## config.mk

```make
export PLATFORM = sky130hd
export DESIGN_NAME = sixph_divider
export DESIGN_NICKNAME = d
export VERILOG_FILES = /design/src/design/sixph_pkg.sv /design/src/design/sixph_divider.sv
export SDC_FILE = /design/constraint.sdc
export NUM_CORES = 1
export LEC_CHECK = 0
export ABC_AREA = 1
export BUFFER_PORTS_ARGS = -buffer_cell sky130_fd_sc_hd__buf_2
export CORE_MARGIN = 2
export CORE_UTILIZATION = 51
export DETAILED_ROUTE_END_ITERATION = 6
export PLACE_DENSITY = 0.77
export REMOVE_ABC_BUFFERS = 1
export SLEW_MARGIN = 5
export SYNTH_ARGS = -nofsm -noshare
export SYNTH_HDL_FRONTEND = slang
export SYNTH_SLANG_ARGS = --single-unit
export TNS_END_PERCENT = 10
```

## constraint.sdc

```tcl
create_clock -name clock -period 4.32 [get_ports clock]
set_input_delay 0.432 -clock clock [delete_from_list [all_inputs] [get_ports clock]]
set_output_delay 0.432 -clock clock [all_outputs]
set_load 0.1 [all_outputs]
```

## src/design/sixph_pkg.sv

```systemverilog
// sixph_pkg: shared types, constants and helper functions of the allpass phaser
// used by sixph_divider, sixph_lane and six_stage_allpass_phaser; no dependencies
`default_nettype none
package sixph_pkg;

   localparam int unsigned DIV_LOW_W = 47;
   localparam int unsigned DIV_CNT_W = 6;

   localparam logic [17:0] DEFAULT_FS    = 18'd48000;
   localparam logic [13:0] LOW_LIMIT_HZ  = 14'd10;
   localparam logic [13:0] HIGH_LIMIT_HZ = 14'd10000;

   localparam longint unsigned TAY_C1 = 64'd1686629713;
   localparam longint unsigned TAY_C3 = 64'd693598668;
   localparam longint unsigned TAY_C5 = 64'd85569306;
   localparam longint unsigned TAY_C7 = 64'd5026995;
   localparam longint unsigned TAY_C9 = 64'd172272;

   typedef enum logic [2:0] {
      CSR_DEPTH_GAIN    = 3'd0,
      CSR_FEEDBACK_GAIN = 3'd1,
      CSR_SWEEP_LOW     = 3'd2,
      CSR_SWEEP_HIGH    = 3'd3,
      CSR_LFO_RATE      = 3'd4,
      CSR_SAMPLE_RATE   = 3'd5
   } csr_index_type;

   typedef struct packed {
      logic                   start;
      logic [DIV_CNT_W-1:0]   steps;
      logic [30:0]            rem_init;
      logic [DIV_LOW_W-1:0]   low;
      logic [31:0]            divisor;
   } div_cmd_type;

   typedef struct packed {
      logic        busy;
      logic        done;
      logic [31:0] quot;
   } div_stat_type;

   typedef struct packed {
      logic               start;
      logic signed [31:0] coef;
      logic [15:0]        fb_gain;
      logic [15:0]        depth_gain;
   } lane_cmd_type;

   typedef struct packed {
      logic               done;
      logic signed [23:0] out;
   } lane_stat_type;

   // quarter sine entry, Q0.15, evaluated at elaboration only
   function automatic logic [14:0] sine_entry(input int unsigned k, input int unsigned qlog);
      longint unsigned x;
      longint unsigned x2;
      longint unsigned p;
      longint unsigned s;
      longint unsigned q;
      x  = (longint'(k) << 30) >> qlog;
      x2 = (x * x) >> 30;
      p  = TAY_C9;
      p  = TAY_C7 - ((x2 * p) >> 30);
      p  = TAY_C5 - ((x2 * p) >> 30);
      p  = TAY_C3 - ((x2 * p) >> 30);
      p  = TAY_C1 - ((x2 * p) >> 30);
      s  = (x * p) >> 30;
      q  = (s + 64'd16384) >> 15;
      return (q > 64'd32767) ? 15'd32767 : q[14:0];
   endfunction

   function automatic logic signed [31:0] sat32(input logic signed [39:0] v);
      if (v > 40'sd2147483647) return 32'sh7fffffff;
      if (v < -40'sd2147483648) return 32'sh80000000;
      return v[31:0];
   endfunction

   function automatic logic signed [23:0] sat24(input logic signed [39:0] v);
      if (v > 40'sd8388607) return 24'sh7fffff;
      if (v < -40'sd8388608) return 24'sh800000;
      return v[23:0];
   endfunction

endpackage
`default_nettype wire

```

## src/design/sixph_divider.sv

```systemverilog
// sixph_divider: restoring bit-serial divider, one quotient bit per cycle
// depends on sixph_pkg (command and status structs)
`default_nettype none
module sixph_divider (
   input  wire logic                clock,
   input  wire logic                reset,
   input  wire sixph_pkg::div_cmd_type cmd,
   output sixph_pkg::div_stat_type  stat
);
   import sixph_pkg::*;

   logic                 busy_ff;
   logic                 done_ff;
   logic [DIV_CNT_W-1:0] cnt_ff;
   logic [30:0]          rem_ff;
   logic [DIV_LOW_W-1:0] low_ff;
   logic [31:0]          div_ff;
   logic [31:0]          quot_ff;

   logic [31:0] rem_sh;
   logic        fits;

   assign rem_sh = {rem_ff, low_ff[DIV_LOW_W-1]};
   assign fits   = (rem_sh >= div_ff);

   always_ff @(posedge clock) begin
      if (reset) begin
         busy_ff <= 1'b0;
         done_ff <= 1'b0;
         cnt_ff  <= '0;
      end else if (cmd.start) begin
         busy_ff <= 1'b1;
         done_ff <= 1'b0;
         cnt_ff  <= cmd.steps;
         rem_ff  <= cmd.rem_init;
         low_ff  <= cmd.low;
         div_ff  <= cmd.divisor;
      end else if (busy_ff) begin
         // partial remainder stays below the divisor, so 31 bits hold it
         rem_ff  <= fits ? 31'(rem_sh - div_ff) : rem_sh[30:0];
         low_ff  <= {low_ff[DIV_LOW_W-2:0], 1'b0};
         quot_ff <= {quot_ff[30:0], fits};
         cnt_ff  <= cnt_ff - 1'b1;
         done_ff <= (cnt_ff == DIV_CNT_W'(1));
         if (cnt_ff == DIV_CNT_W'(1)) begin
            busy_ff <= 1'b0;
         end
      end else begin
         done_ff <= 1'b0;
      end
   end

   assign stat.busy = busy_ff;
   assign stat.done = done_ff;
   assign stat.quot = quot_ff;

endmodule
`default_nettype wire

```

==> summary.txt <==
Worst setup path
  – Worst path cell trace: inv_1 > ha_1 > fa_1 > inv_1 > nand2_1 > nand2_1 > nand3_2 > nand2_2 > nand2_1 > nand3_2 > nand2_4 > nand2_4 > nand2_1 > nand3_1 > nand2_1
  – Max Fanout on Critical Path: 32
  – CP max-delay cell: fa_1
  – Critical Path Max Stage Delay: about 410 ps
  – Reg-to-reg endpoint: rem_ff[21]
  – FF-to-FF Start: low_ff[46]
  – Setup crit start kind: flip-flop
  – Most frequent CP cell: nand2_1
  – Crit Path Class: flip-flop to flip-flop
  – Crit path required time: 4500 ps
  – Setup crit end: rem_ff[21]
  – Crit path from: low_ff[46]
  – CP arrival: ~3000 ps
  – R2r setup slk: approximately 1500 ps
  – Reg2Reg Depth: 15
  – Setup crit end kind: flip-flop

STA
  – RSZ-0062 raised after global routing: no
  – Fin crit period: roughly 2800 ps
  – Actual slew at the worst max-slew pin: 1030 ps
  – Final WS setup: 1490 ps
  – Fmax: roughly 0.35 GHz
  – Final hold viol count: 0
  – Tcrit/Tclk final: 0.655
  – Rel. slew slack: 0.311
  – Slew Limit Fails: 0
  – Worst Clk Skew: 7.25 ps
  – Final setup violation count: 0

Global route
  – Global route overflow: 0
  – Number of antenna violations at the first check in global routing: 0
  – Vias in the first global route: 7286
  – First-pass GRT wire length: between 30000 and 40000 um
  – GRT Overall Usage: 0.237
  – Largest net degree at the start of global routing: 87

Synth
  – Prevailing post-synth register cell: edfxtp_1
  – Post-Synthesis Cells: about 1.1k
  – Top-area cell type share of the netlist area: 0.485
  – Synth top area cells: edfxtp_1, nand2_1, inv_1, ha_1, nand3_1
  – Syn_area_per_cell: roughly 7.9 um^2
  – Post-Syn Area: between 8000 and 9000 um^2
  – Library cells used by synthesis: 33
  – Post-synth EDFFs: 142
  – Sequential share of the synthesized area: 0.503
  – Synth Register Bits: 150
  – Synth top cells by count: nand2_1, inv_1, edfxtp_1, nand3_1, nor2_1
  – Asr flop ratio synth: 0
  – Ys Warns: 0
  – Synth area leader: edfxtp_1
  – Count leader, synth: nand2_1

Place
  – Post-DP HPWL: roughly 15000 um
  – DP Worst Slack: ~1500 ps
  – Port bufs: about 150
  – GP Congestion: slightly above 0.9

Route
  – Drt pass-1 iters: 5
  – Post-route ant nets: 0
  – Remaining DRCs: 0
  – WL/cell: between 10 and 15 um
  – DR iter-0 viols: 470
  – Vias/cell: slightly below 5
  – Via Count: between 7k and 8k
  – WL final: just over 20000 um

Pwr
  – Switch share: 0.302
  – P_leak: between 5 and 6 nW
  – Clock share of power: 0.357
  – Pint: about 2.9 mW
  – Cell area power density: between 300 and 400 nW/um^2
  – Sw power: approximately 1.2 mW
  – Gate power share: 0.219
  – Total power: between 4 and 5 mW
  – Reg power frac: 0.424
  – Worst vdd ir: just under 0.3 mV

Hold path
  – Hold path cells: 1
  – Worst hold path class: input port to flip-flop

Layout
  – Layout area overhead: 17.3%
  – Fill cells: 1565
  – ANT cells: 0
  – Layout net count: roughly 1.4k
  – Share of layout cells above drive strength 1: 0.162

Run
  – Max Cap Violations: 0

CTS
  – Max clock buf depth: 2
  – CTS tree: done
  – Setup bufs post-CTS: 0
  – Root Driver: clkbuf_16
  – H-tree depth: 4
  – Post-CTS Resized: 0
  – Worst skew pair latency: approximately 430 ps
  – Hold_buf cts: 0
  – Clk sinks: 150
  – Num CTS Buffers: 17
  – Clock Pin Slew Worst Setup and Hold Paths: 60 ps

Floorplan
  – Initial Utilization: 0.526
  – Row cnt: 47
  – Num ports: roughly 150
  – Die width: around 140 um
  – Die H: between 100 and 150 um
  – Die area: approximately 18000 um^2
  – Core area: 16700 um^2

Status
  – Outcome: completed
registers in the layout, summed over array words and instances (netlist names):
name and cells:
done_ff 1, div_ff 32, low_ff 47, cnt_ff 6, rem_ff 31, busy_ff 1, quot_ff 32
routing by layer:
metal,share of wire,GRT usage,vias up
li1,-,-,3760
met1,0.45,0.303,3261
met2,0.47,0.400,178
met3,0.061,0.0584,22
met4,0.016,0.0700,0
met5,0,0,-
placed cells by master, fill, tap and decap left out, types with 4 or more instances in the layout:
master / synthesis / routed
nand4_1: 9 / 9
o21ai_0: 6 / 6
edfxtp_1: 142 / 142
nand3_1: 70 / 70
nor2_1: 50 / 47
clkbuf_16: 0 / 17
ha_1: 34 / 34
nor2_2: 4 / 6
buf_4: 3 / 5
a21oi_1: 14 / 14
nand3b_1: 26 / 26
xnor2_1: 13 / 13
inv_1: 178 / 178
dfxtp_1: 8 / 8
buf_2: 6 / 152
clkinv_1: 4 / 8
nand2_1: 492 / 492
and2_1: 4 / 4
stage by stage:
step                instance area [um^2]  TNS, ps  cells  utilization  hold slack (ps)
floorplan                           8630   -58160   1078            -              452
global placement                    9730        0   1456        0.583              422
detailed placement                  9730        0   1456        0.583              430
CTS                                10300        0   1488        0.617              162
global route                       10300        0   1488        0.617              160
finish                             10300        0   1488        0.617              177
cell type report:
cell class                      count  area (um^2)  share of cell area
Sequential cell                   150         4420               0.429
Tap cell                          220          275              0.0267
Timing Repair Buffer              158          818              0.0794
Clock inverter                     15          153              0.0148
Clock buffer                       17          425              0.0413
Inverter                          184          691              0.0670
Multi-Input combinational cell    744         3520               0.342
power by group through the flow:
stage	Combinational [mW]	Clock (mW)	Sequential, mW
2_1_floorplan	0.588	0	1.82
3_3_place_gp	0.871	0	1.77
3_5_place_dp	0.892	0	1.77
4_1_cts	0.899	1.50	1.74
5_1_grt	1.02	1.56	1.75
6_report	0.899	1.47	1.74
how the worst min path moves through the flow:
stage	start	to	slack (ps)
2_1_floorplan	cnt_ff[5]	cnt_ff[5]	450
3_3_place_gp	quot_ff[12]	quot_ff[13]	420
3_5_place_dp	quot_ff[21]	quot_ff[22]	430
4_1_cts	cmd[9]	div_ff[9]	160
5_1_grt	cmd[17]	div_ff[17]	160
6_report	cmd[9]	div_ff[9]	180
logic make-up after synthesis:
| logic type | count (synthesis) | synth area share |
|---|---|---|
| xor gates and xnor gates | 15 | 0.0150 |
| AOI/OAI and AO/OA | 26 | 0.0162 |
| DFF | 150 | 0.503 |
| buffers and inverters | 214 | 0.0970 |
| adders and majority gates | 35 | 0.0507 |
| and+or+nand+nor | 668 | 0.318 |
critical path, delay by kind of cell (launching register included):
kind          cells  cell delay [ps]
fa+ha+maj         2              640
buf+inv           2              180
flops             1              330
simple gates     11             1400
No activity file was read; power rests on OpenSTA's default activity.
